`src/design/mrrp_pkg.sv`:
```
`default_nettype none
package mrrp_pkg;

    typedef enum logic [2:0] {
        OP_COMMIT  = 3'd0,
        OP_CONSUME = 3'd1,
        OP_ATTACH  = 3'd2,
        OP_DETACH  = 3'd3,
        OP_ADD_TAG = 3'd4,
        OP_SPACE   = 3'd5,
        OP_TAGS    = 3'd6,
        OP_NONE    = 3'd7
    } op_t;

    typedef enum logic [1:0] {
        ST_OK       = 2'd0,
        ST_DETACHED = 2'd1,
        ST_TAG_FULL = 2'd2
    } status_t;

    localparam int MAX_RESULTS = 16;
    localparam int CNT_W       = 12;
    localparam int OFF_W       = 64;
    localparam int PAY_W       = 32;
    localparam int CFG_W       = 13;

endpackage
`default_nettype wire

```
`src/design/mrrp_mod.sv`:
```
`default_nettype none
module mrrp_mod #(
    parameter int MW = 13,
    parameter int SW = 13,
    parameter int PW = 12
) (
    input  wire logic          aclk,
    input  wire logic          aresetn,
    input  wire logic          start,
    input  wire logic [MW-1:0] dividend,
    input  wire logic [SW-1:0] divisor,
    output logic               done,
    output logic [PW-1:0]      rem
);
    import mrrp_pkg::*;

    localparam int BW = $clog2(MW + 1);

    logic [MW-1:0] dvd_reg;
    logic [SW-1:0] dsr_reg;
    logic [SW-1:0] rem_reg;
    logic [BW-1:0] bits_reg;
    logic          busy_reg;
    logic          done_reg;
    logic [SW:0]   trial;

    // one quotient bit per cycle, restoring form
    assign trial = {rem_reg, dvd_reg[MW-1]};

    always_ff @(posedge aclk) begin
        if (!aresetn) begin
            busy_reg <= 1'b0;
            done_reg <= 1'b0;
        end else begin
            done_reg <= 1'b0;
            if (start) begin
                dvd_reg  <= dividend;
                dsr_reg  <= divisor;
                rem_reg  <= '0;
                bits_reg <= BW'(MW);
                busy_reg <= 1'b1;
            end else if (busy_reg) begin
                dvd_reg <= {dvd_reg[MW-2:0], 1'b0};
                if (trial >= {1'b0, dsr_reg}) begin
                    rem_reg <= SW'(trial - {1'b0, dsr_reg});
                end else begin
                    rem_reg <= SW'(trial);
                end
                bits_reg <= bits_reg - 1'b1;
                if (bits_reg == BW'(1)) begin
                    busy_reg <= 1'b0;
                    done_reg <= 1'b1;
                end
            end
        end
    end

    assign done = done_reg;
    assign rem  = PW'(rem_reg);

endmodule
`default_nettype wire

```
`src/design/multi_reader_ring_pointer_tags.sv`:
```
`default_nettype none
// commit and attach run the remainder unit twice, consume three times; other operations answer directly
// space query: one remainder run for the write pointer and one per attached reader while scanning
// the reader slots, plus a pass over the stored tags when pruning; tag query: a pass over the stored
// tags to mark matches, then one result sent per match; throughput: one transaction at a time,
// set by the shared bit-serial remainder unit (W = 13 quotient bits per run)
// reset: synchronous active-low aresetn clears write pointer and total, attach bits, tag count
module multi_reader_ring_pointer_tags #(
    parameter int DEPTH     = 4096,
    parameter int READERS   = 8,
    parameter int TAG_SLOTS = 16
) (
    input  wire logic         aclk,
    input  wire logic         aresetn,
    // configuration: ring size in slots
    input  wire logic         cfg_wr_en,
    input  wire logic [mrrp_pkg::CFG_W-1:0] cfg_wr_data,
    // input transactions
    input  wire logic         s_tvalid,
    output logic              s_tready,
    // reader, count, new_tag_offset, new_tag_payload, range_start, range_end
    input  wire logic [239:0] s_tdata,
    // operation
    input  wire logic [2:0]   s_tuser,
    // result transactions
    output logic              m_tvalid,
    input  wire logic         m_tready,
    // status, space_free, backlog, tag_found, found_offset, found_payload
    output logic [127:0]      m_tdata,
    // last
    output logic              m_tlast
);
    import mrrp_pkg::*;

    localparam int PW  = $clog2(DEPTH);
    localparam int SW  = $clog2(DEPTH + 1);
    localparam int MW  = ((PW > CNT_W) ? PW : CNT_W) + 1;
    localparam int CW  = (SW > CFG_W) ? SW : CFG_W;
    localparam int RW  = (READERS > 1) ? $clog2(READERS) : 1;
    localparam int TW  = (TAG_SLOTS > 1) ? $clog2(TAG_SLOTS) : 1;
    localparam int TCW = $clog2(TAG_SLOTS + 1);
    localparam int NW  = $clog2(MAX_RESULTS + 1);

    typedef enum logic [4:0] {
        S_IDLE, S_DISPATCH, S_MOD_WAIT,
        S_C1, S_C2,
        S_N1, S_N2, S_N3,
        S_A1, S_A2, S_A3,
        S_S0, S_S1, S_S2, S_SDONE, S_SOUT,
        S_P_RD, S_P_CHK,
        S_Q_RD, S_Q_CHK, S_E_SCAN, S_E_CHK,
        S_EMIT
    } state_t;

    state_t state_reg, ret_reg;

    // latched transaction
    op_t             op_reg;
    logic [2:0]      rdr_reg;
    logic [CNT_W-1:0] cnt_reg;
    logic [OFF_W-1:0] noff_reg, rs_reg, re_reg;
    logic [PAY_W-1:0] npay_reg;

    // pointer state
    logic [SW-1:0]    bs_reg;
    logic [PW-1:0]    wp_reg;
    logic [OFF_W-1:0] wtot_reg;
    logic [PW-1:0]    rp_reg   [READERS];
    logic [OFF_W-1:0] rtot_reg [READERS];
    logic [READERS-1:0] att_reg;
    logic [OFF_W-1:0] prior_reg;
    logic [TCW-1:0]   tcount_reg;

    // sequencer scratch
    logic [PW-1:0]    tmp_reg;
    logic [RW:0]      idx_reg;
    logic             any_reg;
    logic [PW-1:0]    most_reg;
    logic [OFF_W-1:0] minr_reg;
    logic [TCW-1:0]   ti_reg, keep_reg;
    logic [TAG_SLOTS-1:0] mask_reg;
    logic [NW-1:0]    nres_reg;

    // result register
    logic             m_tvalid_reg, m_tlast_reg, m_found_reg;
    status_t          m_status_reg;
    logic [CNT_W-1:0] m_space_reg, m_backlog_reg;
    logic [OFF_W-1:0] m_off_reg;
    logic [PAY_W-1:0] m_pay_reg;

    // shared remainder unit
    logic             mod_done;
    logic [MW-1:0]    mod_in_reg;
    logic             mod_start_reg;
    logic [PW-1:0]    mod_rem;

    // tag table
    logic [OFF_W-1:0] tag_off_mem [TAG_SLOTS];
    logic [PAY_W-1:0] tag_pay_mem [TAG_SLOTS];
    logic [OFF_W-1:0] tag_rd_off;
    logic [PAY_W-1:0] tag_rd_pay;
    logic             tag_we;
    logic [TW-1:0]    tag_wa;
    logic [OFF_W-1:0] tag_wd_off;
    logic [PAY_W-1:0] tag_wd_pay;

    logic             r_ok, r_valid;
    logic [RW-1:0]    ri;
    logic [CW-1:0]    cfg_ext;
    logic [SW-1:0]    bs_next;
    logic [TAG_SLOTS-1:0] mask_rest;
    logic [PW-1:0]    idx_back;
    logic [OFF_W-1:0] idx_tot;

    // reduce a value below twice the size by one compare and subtract
    function automatic logic [PW-1:0] csub(input logic [SW:0] x, input logic [SW-1:0] bs);
        logic [SW:0] y;
        y = (x >= {1'b0, bs}) ? x - {1'b0, bs} : x;
        return PW'(y);
    endfunction

    mrrp_mod #(.MW(MW), .SW(SW), .PW(PW)) u_mod (
        .aclk     (aclk),
        .aresetn  (aresetn),
        .start    (mod_start_reg),
        .dividend (mod_in_reg),
        .divisor  (bs_reg),
        .done     (mod_done),
        .rem      (mod_rem)
    );

    // slot checks: a reader number past the slot count is never attached
    assign r_ok    = (32'(rdr_reg) < READERS);
    assign ri      = RW'(rdr_reg);
    assign r_valid = r_ok && att_reg[ri];

    // clamp written size into 2..DEPTH
    assign cfg_ext = CW'(cfg_wr_data);
    always_comb begin
        if (cfg_ext < CW'(2)) begin
            bs_next = SW'(2);
        end else if (cfg_ext > CW'(DEPTH)) begin
            bs_next = SW'(DEPTH);
        end else begin
            bs_next = SW'(cfg_ext);
        end
    end

    // backlog of the slot under the scan pointer
    assign idx_back = csub({1'b0, SW'(tmp_reg)} + {1'b0, bs_reg} - {1'b0, SW'(mod_rem)}, bs_reg);
    assign idx_tot  = rtot_reg[idx_reg[RW-1:0]];

    always_comb begin
        mask_rest = mask_reg;
        mask_rest[ti_reg[TW-1:0]] = 1'b0;
    end

    // tag table writes: append on add, compaction on prune
    always_comb begin
        tag_we     = 1'b0;
        tag_wa     = tcount_reg[TW-1:0];
        tag_wd_off = noff_reg;
        tag_wd_pay = npay_reg;
        case (state_reg)
            S_DISPATCH: begin
                tag_we = (op_reg == OP_ADD_TAG) && (tcount_reg < TCW'(TAG_SLOTS));
            end
            S_P_CHK: begin
                tag_we     = (tag_rd_off >= prior_reg);
                tag_wa     = keep_reg[TW-1:0];
                tag_wd_off = tag_rd_off;
                tag_wd_pay = tag_rd_pay;
            end
            default: begin
                tag_we = 1'b0;
            end
        endcase
    end

    always_ff @(posedge aclk) begin
        if (tag_we) begin
            tag_off_mem[tag_wa] <= tag_wd_off;
            tag_pay_mem[tag_wa] <= tag_wd_pay;
        end
        tag_rd_off <= tag_off_mem[ti_reg[TW-1:0]];
        tag_rd_pay <= tag_pay_mem[ti_reg[TW-1:0]];
    end

    // sequencer
    always_ff @(posedge aclk) begin
        if (!aresetn) begin
            state_reg     <= S_IDLE;
            ret_reg       <= S_IDLE;
            bs_reg        <= SW'((DEPTH < 4096) ? DEPTH : 4096);
            wp_reg        <= '0;
            wtot_reg      <= '0;
            att_reg       <= '0;
            prior_reg     <= '0;
            tcount_reg    <= '0;
            m_tvalid_reg  <= 1'b0;
            mod_start_reg <= 1'b0;
        end else begin
            mod_start_reg <= 1'b0;
            if (cfg_wr_en) begin
                bs_reg <= bs_next;
            end
            case (state_reg)
                S_IDLE: begin
                    if (s_tvalid) begin
                        op_reg   <= op_t'(s_tuser);
                        rdr_reg  <= s_tdata[2:0];
                        cnt_reg  <= s_tdata[14:3];
                        noff_reg <= s_tdata[78:15];
                        npay_reg <= s_tdata[110:79];
                        rs_reg   <= s_tdata[174:111];
                        re_reg   <= s_tdata[238:175];
                        // default result: all zero, single and last
                        m_status_reg  <= ST_OK;
                        m_space_reg   <= '0;
                        m_backlog_reg <= '0;
                        m_found_reg   <= 1'b0;
                        m_off_reg     <= '0;
                        m_pay_reg     <= '0;
                        m_tlast_reg   <= 1'b1;
                        state_reg     <= S_DISPATCH;
                    end
                end
                S_DISPATCH: begin
                    case (op_reg)
                        OP_COMMIT: begin
                            mod_in_reg    <= MW'(wp_reg);
                            mod_start_reg <= 1'b1;
                            ret_reg       <= S_C1;
                            state_reg     <= S_MOD_WAIT;
                        end
                        OP_CONSUME: begin
                            if (!r_valid) begin
                                m_status_reg <= ST_DETACHED;
                                m_tvalid_reg <= 1'b1;
                                state_reg    <= S_EMIT;
                            end else begin
                                mod_in_reg    <= MW'(rp_reg[ri]);
                                mod_start_reg <= 1'b1;
                                ret_reg       <= S_N1;
                                state_reg     <= S_MOD_WAIT;
                            end
                        end
                        OP_ATTACH: begin
                            if (!r_ok) begin
                                m_status_reg <= ST_DETACHED;
                                m_tvalid_reg <= 1'b1;
                                state_reg    <= S_EMIT;
                            end else begin
                                mod_in_reg    <= MW'(cnt_reg);
                                mod_start_reg <= 1'b1;
                                ret_reg       <= S_A1;
                                state_reg     <= S_MOD_WAIT;
                            end
                        end
                        OP_DETACH: begin
                            if (!r_valid) begin
                                m_status_reg <= ST_DETACHED;
                            end else begin
                                att_reg[ri] <= 1'b0;
                            end
                            m_tvalid_reg <= 1'b1;
                            state_reg    <= S_EMIT;
                        end
                        OP_ADD_TAG: begin
                            if (tcount_reg < TCW'(TAG_SLOTS)) begin
                                tcount_reg <= tcount_reg + 1'b1;
                            end else begin
                                m_status_reg <= ST_TAG_FULL;
                            end
                            m_tvalid_reg <= 1'b1;
                            state_reg    <= S_EMIT;
                        end
                        OP_SPACE: begin
                            if (att_reg == '0) begin
                                m_space_reg  <= CNT_W'(bs_reg - 1'b1);
                                m_tvalid_reg <= 1'b1;
                                state_reg    <= S_EMIT;
                            end else begin
                                mod_in_reg    <= MW'(wp_reg);
                                mod_start_reg <= 1'b1;
                                ret_reg       <= S_S0;
                                state_reg     <= S_MOD_WAIT;
                            end
                        end
                        OP_TAGS: begin
                            mask_reg  <= '0;
                            ti_reg    <= '0;
                            state_reg <= S_Q_RD;
                        end
                        default: begin
                            m_tvalid_reg <= 1'b1;
                            state_reg    <= S_EMIT;
                        end
                    endcase
                end
                S_MOD_WAIT: begin
                    if (mod_done) begin
                        state_reg <= ret_reg;
                    end
                end
                // commit
                S_C1: begin
                    mod_in_reg    <= MW'(mod_rem) + MW'(cnt_reg);
                    mod_start_reg <= 1'b1;
                    ret_reg       <= S_C2;
                    state_reg     <= S_MOD_WAIT;
                end
                S_C2: begin
                    wp_reg       <= mod_rem;
                    wtot_reg     <= wtot_reg + OFF_W'(cnt_reg);
                    m_tvalid_reg <= 1'b1;
                    state_reg    <= S_EMIT;
                end
                // consume
                S_N1: begin
                    mod_in_reg    <= MW'(mod_rem) + MW'(cnt_reg);
                    mod_start_reg <= 1'b1;
                    ret_reg       <= S_N2;
                    state_reg     <= S_MOD_WAIT;
                end
                S_N2: begin
                    rp_reg[ri]    <= mod_rem;
                    rtot_reg[ri]  <= rtot_reg[ri] + OFF_W'(cnt_reg);
                    tmp_reg       <= mod_rem;
                    mod_in_reg    <= MW'(wp_reg);
                    mod_start_reg <= 1'b1;
                    ret_reg       <= S_N3;
                    state_reg     <= S_MOD_WAIT;
                end
                S_N3: begin
                    m_backlog_reg <= CNT_W'(csub({1'b0, SW'(mod_rem)} + {1'b0, bs_reg}
                                                 - {1'b0, SW'(tmp_reg)}, bs_reg));
                    m_tvalid_reg  <= 1'b1;
                    state_reg     <= S_EMIT;
                end
                // attach with preload
                S_A1: begin
                    tmp_reg       <= mod_rem;
                    mod_in_reg    <= MW'(wp_reg);
                    mod_start_reg <= 1'b1;
                    ret_reg       <= S_A2;
                    state_reg     <= S_MOD_WAIT;
                end
                S_A2: begin
                    rp_reg[ri]   <= csub({1'b0, SW'(mod_rem)} + {1'b0, bs_reg}
                                         - {1'b0, SW'(tmp_reg)}, bs_reg);
                    rtot_reg[ri] <= '0;
                    att_reg[ri]  <= 1'b1;
                    tmp_reg      <= mod_rem;
                    state_reg    <= S_A3;
                end
                S_A3: begin
                    m_backlog_reg <= CNT_W'(csub({1'b0, SW'(tmp_reg)} + {1'b0, bs_reg}
                                                 - {1'b0, SW'(rp_reg[ri])}, bs_reg));
                    m_tvalid_reg  <= 1'b1;
                    state_reg     <= S_EMIT;
                end
                // space query: walk the reader slots
                S_S0: begin
                    tmp_reg   <= mod_rem;
                    idx_reg   <= '0;
                    any_reg   <= 1'b0;
                    most_reg  <= '0;
                    minr_reg  <= '0;
                    state_reg <= S_S1;
                end
                S_S1: begin
                    if (idx_reg == (RW + 1)'(READERS)) begin
                        state_reg <= S_SDONE;
                    end else if (att_reg[idx_reg[RW-1:0]]) begin
                        mod_in_reg    <= MW'(rp_reg[idx_reg[RW-1:0]]);
                        mod_start_reg <= 1'b1;
                        ret_reg       <= S_S2;
                        state_reg     <= S_MOD_WAIT;
                    end else begin
                        idx_reg <= idx_reg + 1'b1;
                    end
                end
                S_S2: begin
                    if (!any_reg || idx_back > most_reg) begin
                        most_reg <= idx_back;
                    end
                    if (!any_reg || idx_tot < minr_reg) begin
                        minr_reg <= idx_tot;
                    end
                    any_reg   <= 1'b1;
                    idx_reg   <= idx_reg + 1'b1;
                    state_reg <= S_S1;
                end
                S_SDONE: begin
                    if (minr_reg != prior_reg) begin
                        // prune against the old minimum, then record the new one
                        ti_reg    <= '0;
                        keep_reg  <= '0;
                        state_reg <= S_P_RD;
                    end else begin
                        state_reg <= S_SOUT;
                    end
                end
                S_P_RD: begin
                    if (ti_reg == tcount_reg) begin
                        tcount_reg <= keep_reg;
                        prior_reg  <= minr_reg;
                        state_reg  <= S_SOUT;
                    end else begin
                        state_reg <= S_P_CHK;
                    end
                end
                S_P_CHK: begin
                    if (tag_rd_off >= prior_reg) begin
                        keep_reg <= keep_reg + 1'b1;
                    end
                    ti_reg    <= ti_reg + 1'b1;
                    state_reg <= S_P_RD;
                end
                S_SOUT: begin
                    m_space_reg  <= CNT_W'(bs_reg - SW'(most_reg) - 1'b1);
                    m_tvalid_reg <= 1'b1;
                    state_reg    <= S_EMIT;
                end
                // tag query: mark matches, then send them in table order
                S_Q_RD: begin
                    if (ti_reg == tcount_reg) begin
                        if (mask_reg == '0) begin
                            m_tvalid_reg <= 1'b1;
                            state_reg    <= S_EMIT;
                        end else begin
                            ti_reg    <= '0;
                            nres_reg  <= '0;
                            state_reg <= S_E_SCAN;
                        end
                    end else begin
                        state_reg <= S_Q_CHK;
                    end
                end
                S_Q_CHK: begin
                    mask_reg[ti_reg[TW-1:0]] <= (tag_rd_off >= rs_reg) && (tag_rd_off < re_reg);
                    ti_reg    <= ti_reg + 1'b1;
                    state_reg <= S_Q_RD;
                end
                S_E_SCAN: begin
                    if (mask_reg[ti_reg[TW-1:0]]) begin
                        state_reg <= S_E_CHK;
                    end else begin
                        ti_reg <= ti_reg + 1'b1;
                    end
                end
                S_E_CHK: begin
                    m_found_reg  <= 1'b1;
                    m_off_reg    <= tag_rd_off;
                    m_pay_reg    <= tag_rd_pay;
                    m_tlast_reg  <= (mask_rest == '0) || (nres_reg == NW'(MAX_RESULTS - 1));
                    mask_reg     <= mask_rest;
                    ti_reg       <= ti_reg + 1'b1;
                    nres_reg     <= nres_reg + 1'b1;
                    m_tvalid_reg <= 1'b1;
                    state_reg    <= S_EMIT;
                end
                S_EMIT: begin
                    if (m_tready) begin
                        m_tvalid_reg <= 1'b0;
                        state_reg    <= m_tlast_reg ? S_IDLE : S_E_SCAN;
                    end
                end
                default: begin
                    state_reg <= S_IDLE;
                end
            endcase
        end
    end

    assign s_tready = (state_reg == S_IDLE);
    assign m_tvalid = m_tvalid_reg;
    assign m_tlast  = m_tlast_reg;
    assign m_tdata  = {5'd0, m_pay_reg, m_off_reg, m_found_reg,
                       m_backlog_reg, m_space_reg, m_status_reg};

    // a result is never held while a new transaction can enter
    assert property (@(posedge aclk) disable iff (!aresetn) m_tvalid |-> !s_tready)
        else $error("result pending while input ready");
    // an accepted transaction takes the block busy on the next cycle
    assert property (@(posedge aclk) disable iff (!aresetn)
        (s_tvalid && s_tready) |=> !s_tready)
        else $error("block ready right after accept");
    // tag table never overfills
    assert property (@(posedge aclk) disable iff (!aresetn)
        tcount_reg <= TCW'(TAG_SLOTS))
        else $error("tag count past table size");
    // size register stays in its clamped range
    assert property (@(posedge aclk) disable iff (!aresetn)
        (bs_reg >= SW'(2)) && (bs_reg <= SW'(DEPTH)))
        else $error("buffer size out of range");
    // the remainder unit only finishes while the sequencer waits for it
    assert property (@(posedge aclk) disable iff (!aresetn)
        mod_done |-> (state_reg == S_MOD_WAIT))
        else $error("remainder done outside wait");

endmodule
`default_nettype wire

```
`config.mk`:
```
export PLATFORM = sky130hd
export DESIGN_NAME = multi_reader_ring_pointer_tags
export DESIGN_NICKNAME = d
export VERILOG_FILES = /design/src/design/mrrp_pkg.sv /design/src/design/mrrp_mod.sv /design/src/design/multi_reader_ring_pointer_tags.sv
export SDC_FILE = /design/constraint.sdc
export NUM_CORES = 2
export LEC_CHECK = 0
export ABC_AREA = 1
export BUFFER_PORTS_ARGS = -buffer_cell sky130_fd_sc_hd__clkbuf_2
export CAP_MARGIN = 20
export CELL_PAD_IN_SITES_DETAIL_PLACEMENT = 1
export CELL_PAD_IN_SITES_GLOBAL_PLACEMENT = 2
export CORE_UTILIZATION = 42
export DETAILED_ROUTE_END_ITERATION = 8
export PLACE_DENSITY_LB_ADDON = 0.15
export SLEW_MARGIN = 15
export SYNTH_ARGS = -nofsm -noshare
export SYNTH_HDL_FRONTEND = slang
export SYNTH_SLANG_ARGS = --single-unit
```
`constraint.sdc`:
```
create_clock -name aclk -period 18.2 [get_ports aclk]
set_clock_uncertainty 0.15 [all_clocks]
set_input_delay 2.73 -clock aclk [delete_from_list [all_inputs] [get_ports aclk]]
set_output_delay 2.73 -clock aclk [all_outputs]
set_load 0.03 [all_outputs]
```
After elaboration in Yosys (flattened, before gate mapping)
Memory sizes are Yosys's and may differ from the RTL's. A register that Yosys moved wholly into a read port is not among the register bits.
Index checks and enable logic that the tools add are counted.

cells by class
  bitwise logic cells = 9
  equality and inequality tests = 66
  div/mod/pow operators = 0
  reduce and logical (&&, ||, !) cells = 63
  multiply operators = 0
  $lt $le $gt $ge = 17
  muxes and demuxes = 127
  add/subtract/negate cells = 20
  shifts and indexed selects = 0

operator list
  cell                  number
  $mux W64              4
  $pmux W64 S2          2
  $mux W13              10
  $ge A64 B64 Y1        2
  $lt A64 B64 Y1        2
  $mux W5               25
  $pmux W13 S4          2
  $mux W12              8
  $pmux W5 S15          1
  $pmux W12 S3          2
  $add A64 B12 Y64      1
  $mux W32              2
  $ne A64 B64 Y1        1
  $pmux W32 S2          1
  $ge A14 B13 Y1        4
  $pmux W16 S3          1
  $sub A12 B12 Y12      4
  $eq A5 B4 Y1 const B  9
  $sub A14 B12 Y14      3
  $ne A2 B2 Y1 const B  20
  $pmux W5 S4           2
  $eq A5 B5 Y1 const B  7
  $logic_not A16 Y1     2
  $pmux W5 S2           3
  other kinds (75)      184

storage, ports and cells
  bits in writable memories = 2,144
  output and inout bits = 131
  input port bits = 261
  bits in latches = 0
  register bits = 662
  logic and storage cells = 345
  memory bits (read-only) = 0
  memories = 4

memory list
  memory       words  bits a word  rd ports  clocked after Yosys merged registers in  wr ports  line                                  source
  tag_off_mem  16     64           1         1                                        1         multi_reader_ring_pointer_tags.sv:98  logic [OFF_W-1:0] tag_off_mem [TAG_SLOTS];
  rtot_reg     8      64           2         2                                        1         multi_reader_ring_pointer_tags.sv:69  logic [OFF_W-1:0] rtot_reg [READERS];
  tag_pay_mem  16     32           1         1                                        1         multi_reader_ring_pointer_tags.sv:99  logic [PAY_W-1:0] tag_pay_mem [TAG_SLOTS];
  rp_reg       8      12           2         2                                        1         multi_reader_ring_pointer_tags.sv:68  logic [PW-1:0] rp_reg [READERS];

Depth between registers and ports, before layout
  depth after elaboration = 9
  gate-level depth with buffers = 39
  gate-level depth less buffers = 38

Cells and area by module
Synthesis repeated with hierarchy kept, for this count alone.

second synthesis, totals
  cells, all modules = 12,480
  area total of the unflattened synthesis = 133,020.1 µm²

by module, submodules not included
  module                          area an instance (µm²)  instances  cells each  seq. area each (µm²)
  multi_reader_ring_pointer_tags  130,093.5               1          12,120      83,790.4
  mrrp_mod                        2,926.6                 1          360         1,331.3

Least setup slack after synthesis
Ideal clock, no wire load.

  kind = input to register
  start = in aresetn
  end = reg cnt_reg[0] (enable)
  stages = 3
  path slack = 3.914 ns
  data arrival time = 13.279 ns
  setup time = 0.858 ns
  data required time = 17.192 ns
  path buffers = 1
  cell sequence = clkbuf_1 -> nand2_1 -> nor2_1

on the way
  word-level cells in the longest chain between the ends = 1

ends and longest elaborated chain
  item                                line                                   source
  from (decl)                         multi_reader_ring_pointer_tags.sv:14   input wire logic aresetn,
  $reduce_and A3 Y1 (no source line)  n/a
  to (signal assigned)                multi_reader_ring_pointer_tags.sv:212  cnt_reg <= s_tdata[14:3];
  to (decl)                           multi_reader_ring_pointer_tags.sv:60   logic [CNT_W-1:0] cnt_reg;

Every way passes these cells.
A chain may end at the register's enable or synchronous reset.

Worst setup path after layout
  start = reg bs_reg[1]
  end = reg most_reg[6] (enable)

on the way
  word-level cells in the longest chain between the ends = 8
  elaborated cells between the ends (all ways) = 9
  those cells by class = 3 x add/sub; 2 x order compare; 1 x eq/ne; 1 x mux; 2 x reduce/logical

ends and longest elaborated chain
  item                                                       line                                   source
  from (decl)                                                multi_reader_ring_pointer_tags.sv:65   logic [SW-1:0] bs_reg;
  from (signal assigned)                                     multi_reader_ring_pointer_tags.sv:194  bs_reg <= SW'((DEPTH < 4096) ? DEPTH : 4096);
  from (signal assigned)                                     multi_reader_ring_pointer_tags.sv:205  bs_reg <= bs_next;
  $add A12 B13 Y14                                           multi_reader_ring_pointer_tags.sv:150  assign idx_back = csub({1'b0, SW'(tmp_reg)} + {1'b0, bs_reg} - {1'b0, SW'(mod_rem)}, bs_reg);
  $sub A14 B12 Y14                                           multi_reader_ring_pointer_tags.sv:150
  $sub A12 B12 Y12 / $ge A14 B13 Y1 (equally long branches)  multi_reader_ring_pointer_tags.sv:118  y = (x >= {1'b0, bs}) ? x - {1'b0, bs} : x;
  $mux W12 (*)                                               multi_reader_ring_pointer_tags.sv:118
  via idx_back[11]                                           multi_reader_ring_pointer_tags.sv:112  logic [PW-1:0] idx_back;
  $gt A12 B12 Y1 (*)                                         multi_reader_ring_pointer_tags.sv:385  if (!any_reg || idx_back > most_reg) begin
  $logic_or A1 B1 Y1 (*)                                     multi_reader_ring_pointer_tags.sv:385
  $ne A2 B2 Y1 (no source line) (*)                          n/a
  $reduce_and A3 Y1 (no source line) (*)                     n/a
  to (signal assigned)                                       multi_reader_ring_pointer_tags.sv:386  most_reg <= idx_back;
  to (decl)                                                  multi_reader_ring_pointer_tags.sv:78   logic [PW-1:0] most_reg;

The timed path passes the listed nets; every way through them passes the cells marked *.

==> results by stage <==
STA:
- The final-report setup violation count is 0.
- The number of hold-slack violations in the final timing report was 0.
- Setup slack on the critical path of the routed design comes to 9.26 ns.
- The minimum period implied by the final worst setup slack is 8.94 ns.
- Measured against its own limit, the worst slew margin works out to 0.144.
- The max-slew violation total from the final report is 0.
- The actual slew at the worst max-slew pin is 1.28 ns.
- Setup repair after global routing left no endpoint under its margin.
- For this run, the top clock speed supported by timing is 112 MHz.
- Adding up every negative setup slack in the final design gives 0 ns.
- Of the available clock period, the critical path in the final layout requires 0.491.

Worst setup path:
- The worst path required time is between 15 and 20 ns.
- The worst register-to-register path begins at bs_reg[1]$_SDFFE_PN0P_.
- The worst endpoint data arrival time is 9.38 ns.
- The type of origin of the critical path is a register.
- The cell with the largest stage delay on the worst path is sky130_fd_sc_hd__o21ai_0.
- The start point of the critical path is bs_reg[1]$_SDFFE_PN0P_.
- The critical setup path kind is register to register.
- In this design, the stage delay of the slowest critical-path cell is 0.72 ns.
- The library cell appearing most often on the critical path is sky130_fd_sc_hd__nand2_1.
- The type of destination of the critical path is a register.
- The largest fanout of any net on the critical path is 24.

Final layout:
- Of the cells placed in the final design, the portion with a size suffix greater than 1 is 0.0969.
- From synthesis to final layout, the design area changed by 13.3%.
- After the last flow step, the layout net total stands at 13400.
- Once layout is complete, the cells apart from fillers number 17100.
- The flip-flop count of the largest register, all copies and words added is ~1000.
- Measured on the finished design, the core utilization comes to 0.480.

Power and ir drop:
- Of the total power, the clock network draws 0.337.
- In this run the power spent charging and discharging nets is 6680 uW.
- The overall power consumption is 20000 uW.
- Of the total power, combinational logic draws 0.241.
- The worst supply voltage drop on vdd is 0.0754 mV.
- The power per unit of standard cell area is 134 nW/um^2.
- The sequential share of power is 0.422.
- Of the total power, the share spent switching nets is 0.333.
- Cell internal power was estimated by the tool at ~13000 uW.
- The total leakage power is 0.0551 uW.

Routing:
- For this run, design rule violations remaining after detail routing come to 0.
- The remaining number of nets flagged by the antenna check after routing is 0.
- After detailed routing, the met3 layer carries 25200 um of wire.
- The vias after detailed routing is 99100.
- The total wire length after detailed routing is approximately 460000 um.
- The first TritonRoute pass finished after 5 iterations.
- The detailed router used layers up to and including met5.
- The first routing iteration left approximately 8600 violations.
- The detail-routed net length per standard cell is 27.2 um.
- After detailed routing, the number of vias per cell comes to between 5 and 6.
- In the final routing, the length of wire on met1 measures a little over 200000 um.
- Summed over all nets, wire length on met2 after detailed routing comes to 219000 um.

Hold path:
- The type of the tightest min-delay check is register to register.
- The startpoint of the lowest-slack hold path is u_mod.busy_reg$_SDFF_PN0_.

Synth:
- In the post-synthesis netlist, the biggest area contributors are sky130_fd_sc_hd__edfxtp_1, sky130_fd_sc_hd__o21ai_0, sky130_fd_sc_hd__nor2_1.
- The mean area per synthesized cell is 10.7 sq um.
- In the synthesized netlist, the cells that appear most often are sky130_fd_sc_hd__edfxtp_1, sky130_fd_sc_hd__o21ai_0, sky130_fd_sc_hd__nor2_1.
- Counting flops and latches in the post-synthesis netlist gives 2907.
- The distinct cell type count of the synthesized netlist is 64.
- Of the synthesized area, sequential elements account for 0.642.
- For this run, the number of Yosys warnings is 0.
- Yosys mapped a number of flops with a built-in enable equal to 2690.
- The area share of the leading cell type in the synthesized netlist is 0.609.
- The cell count after synthesis came out at 12400.
- By instance count, the leading cell after synthesis is sky130_fd_sc_hd__edfxtp_1.
- Of all cell types, the one taking the most synthesized area is sky130_fd_sc_hd__edfxtp_1.
- The prevailing post-synth register cell is sky130_fd_sc_hd__edfxtp_1.
- The async set-or-reset flop fraction in the synthesized netlist is 0.
- The cell area after technology mapping is 133000 sq um.

Clock network:
- In this run the deepest clock path goes through 4 buffers.
- TritonCTS built the clock tree.
- The hold buffer count at cts is 0.
- TritonCTS created 328 clock buffers.
- The clock-pin transition on the worst setup and hold timing paths is 0.06 ns.
- The number of buffers added for setup after CTS is 0.
- The total of cells resized after clock tree synthesis is 0.
- The number of levels in the clock H-tree is 5.
- In this run the clock root is driven by a sky130_fd_sc_hd__clkbuf_16.
- The worst-skew pair later-pin latency is between 0.9 and 1 ns.
- The TritonCTS sink count is 2907.

Global routing:
- The global-route wire length before repair is 673000 um.
- The total track usage is 0.285.
- The via count of the first global-routing pass is around 100k.
- The largest net degree at the start of global routing is 190.
- The initial antenna violation count was 22.
- Global routing finished with a remaining overflow of 0.

Die:
- The number of placement rows is 205.
- The I/O pin count is 392.
- The die area is 318000 sq um.
- The starting utilization of the core area is 0.424.
- In this run the vertical extent of the chip is 564 um.
- The die is 564 um wide.
- In this run the standard cell core region covers 313000 sq um.

Place:
- The cell count after placement is 16500.
- Detailed placement finished with a half-perimeter wire length of 286000 um.
- During placement, the flow inserted port buffers numbering 385.
- The weighted congestion reported at the end of routability-driven placement is 0.875.
- At the placement stage, the worst setup path has a slack of around 9.3 ns.

Job:
- The number of max-cap violations is 0.

Outcome:
- The run finished with clean final reports.
-- logic make-up (layout without fill, tap and decap cells) --
kind of cell	Yosys count	in the layout	share of synthesized area
fa+ha+maj	447	447	0.0434
xor+xnor	159	159	0.0106
buf+inv	1691	2270	0.0504
compound gates	3402	3402	0.138
other cells	1	13	0.0000283
flops	2907	2907	0.642
simple gates	3762	3762	0.116
-- critical path, delay by kind of cell (launching register included) --
kind	cells	cell delay [ns]
simple gates	11	1.71
compound gates	12	3.02
buf+inv	5	1.22
flops	1	0.30
fa+ha+maj	4	1.61
xor+xnor	2	0.56
-- cell type report --
cell class | count | area (sq um)
tap | 4140 | 5180
timing repair buffer | 626 | 3910
multi-input combinational | 7775 | 41000
antenna | 8 | 20.0
clock buffer | 447 | 9060
clock inverter | 159 | 1840
fill | 33600 | 163000
sequential | 2907 | 85100
inverter | 1038 | 3940
-- worst paths after layout --
check | slack, ns | endpoint | cells after the start
worst max-delay path | 9.26 | most_reg[6]$_SDFFCE_PN0P_ | 34
worst min-delay path | 0.34 | u_mod.done$_SDFF_PP0_ | 2
worst max register to register | 9.26 | most_reg[6]$_SDFFCE_PN0P_ | 34
worst min register to register | 0.34 | u_mod.done$_SDFF_PP0_ | 2
-- power by group through the flow --
| stage | Clock [uW] | Combinational [uW] | Sequential (uW) |
|---|---|---|---|
| after global routing | 7070 | 5340 | 8470 |
| after detailed placement | 0 | 4770 | 8590 |
| after global placement | 0 | 4590 | 8590 |
| after CTS | 6870 | 4810 | 8460 |
| final | 6770 | 4820 | 8460 |
| after floorplan | 0 | 3060 | 8460 |
-- cell usage in the layout (no fill, tap or decap), types with 11 or more instances in the layout --
cell                        count
sky130_fd_sc_hd__o21ai_2       32
sky130_fd_sc_hd__clkbuf_1      86
sky130_fd_sc_hd__o21ai_0     1838
sky130_fd_sc_hd__nand2_1     1554
sky130_fd_sc_hd__nand4_1      185
sky130_fd_sc_hd__nor3_1        81
sky130_fd_sc_hd__fa_1          22
sky130_fd_sc_hd__nor2_1      1587
sky130_fd_sc_hd__clkbuf_2     384
sky130_fd_sc_hd__clkbuf_16    335
sky130_fd_sc_hd__o2111ai_1     19
sky130_fd_sc_hd__a21oi_1      783
sky130_fd_sc_hd__or2_2         18
sky130_fd_sc_hd__o221ai_1      19
sky130_fd_sc_hd__a31oi_1       31
sky130_fd_sc_hd__a211oi_1      29
sky130_fd_sc_hd__and3_4        16
sky130_fd_sc_hd__inv_2         11
sky130_fd_sc_hd__clkinv_1      51
sky130_fd_sc_hd__nor2_4        17
sky130_fd_sc_hd__edfxtp_1    2690
sky130_fd_sc_hd__ha_1         425
sky130_fd_sc_hd__xor2_1       116
sky130_fd_sc_hd__xnor2_1       42
sky130_fd_sc_hd__inv_1       1014
sky130_fd_sc_hd__nor4_1        26
sky130_fd_sc_hd__o211ai_1      62
sky130_fd_sc_hd__o21ai_1      116
sky130_fd_sc_hd__clkbuf_8      26
sky130_fd_sc_hd__dfxtp_1      211
sky130_fd_sc_hd__o22ai_1      395
sky130_fd_sc_hd__buf_4        226
sky130_fd_sc_hd__clkinv_2      48
sky130_fd_sc_hd__bufinv_16     32
sky130_fd_sc_hd__nand3_1      218
sky130_fd_sc_hd__o21bai_1      13
sky130_fd_sc_hd__nor2_2        19
sky130_fd_sc_hd__buf_12        12
sky130_fd_sc_hd__o21a_1        16
-- routing by layer --
| metal | vias to the layer above | track usage |
|---|---|---|
| met5 | - | 0 |
| met4 | 6 | 0.0916 |
| met3 | 699 | 0.0306 |
| met2 | 3018 | 0.473 |
| met1 | 50900 | 0.393 |
| li1 | 44500 | - |
-- per-stage QoR --
stage | hold WS [ns] | area (sq um)
3_5_place_dp | 0.332 | 139000
3_3_place_gp | 0.311 | 139000
4_1_cts | 0.344 | 150000
6_report | 0.339 | 150000
5_1_grt | 0.357 | 150000
2_1_floorplan | 0.272 | 133000
No activity file was read; power rests on OpenSTA's default activity.
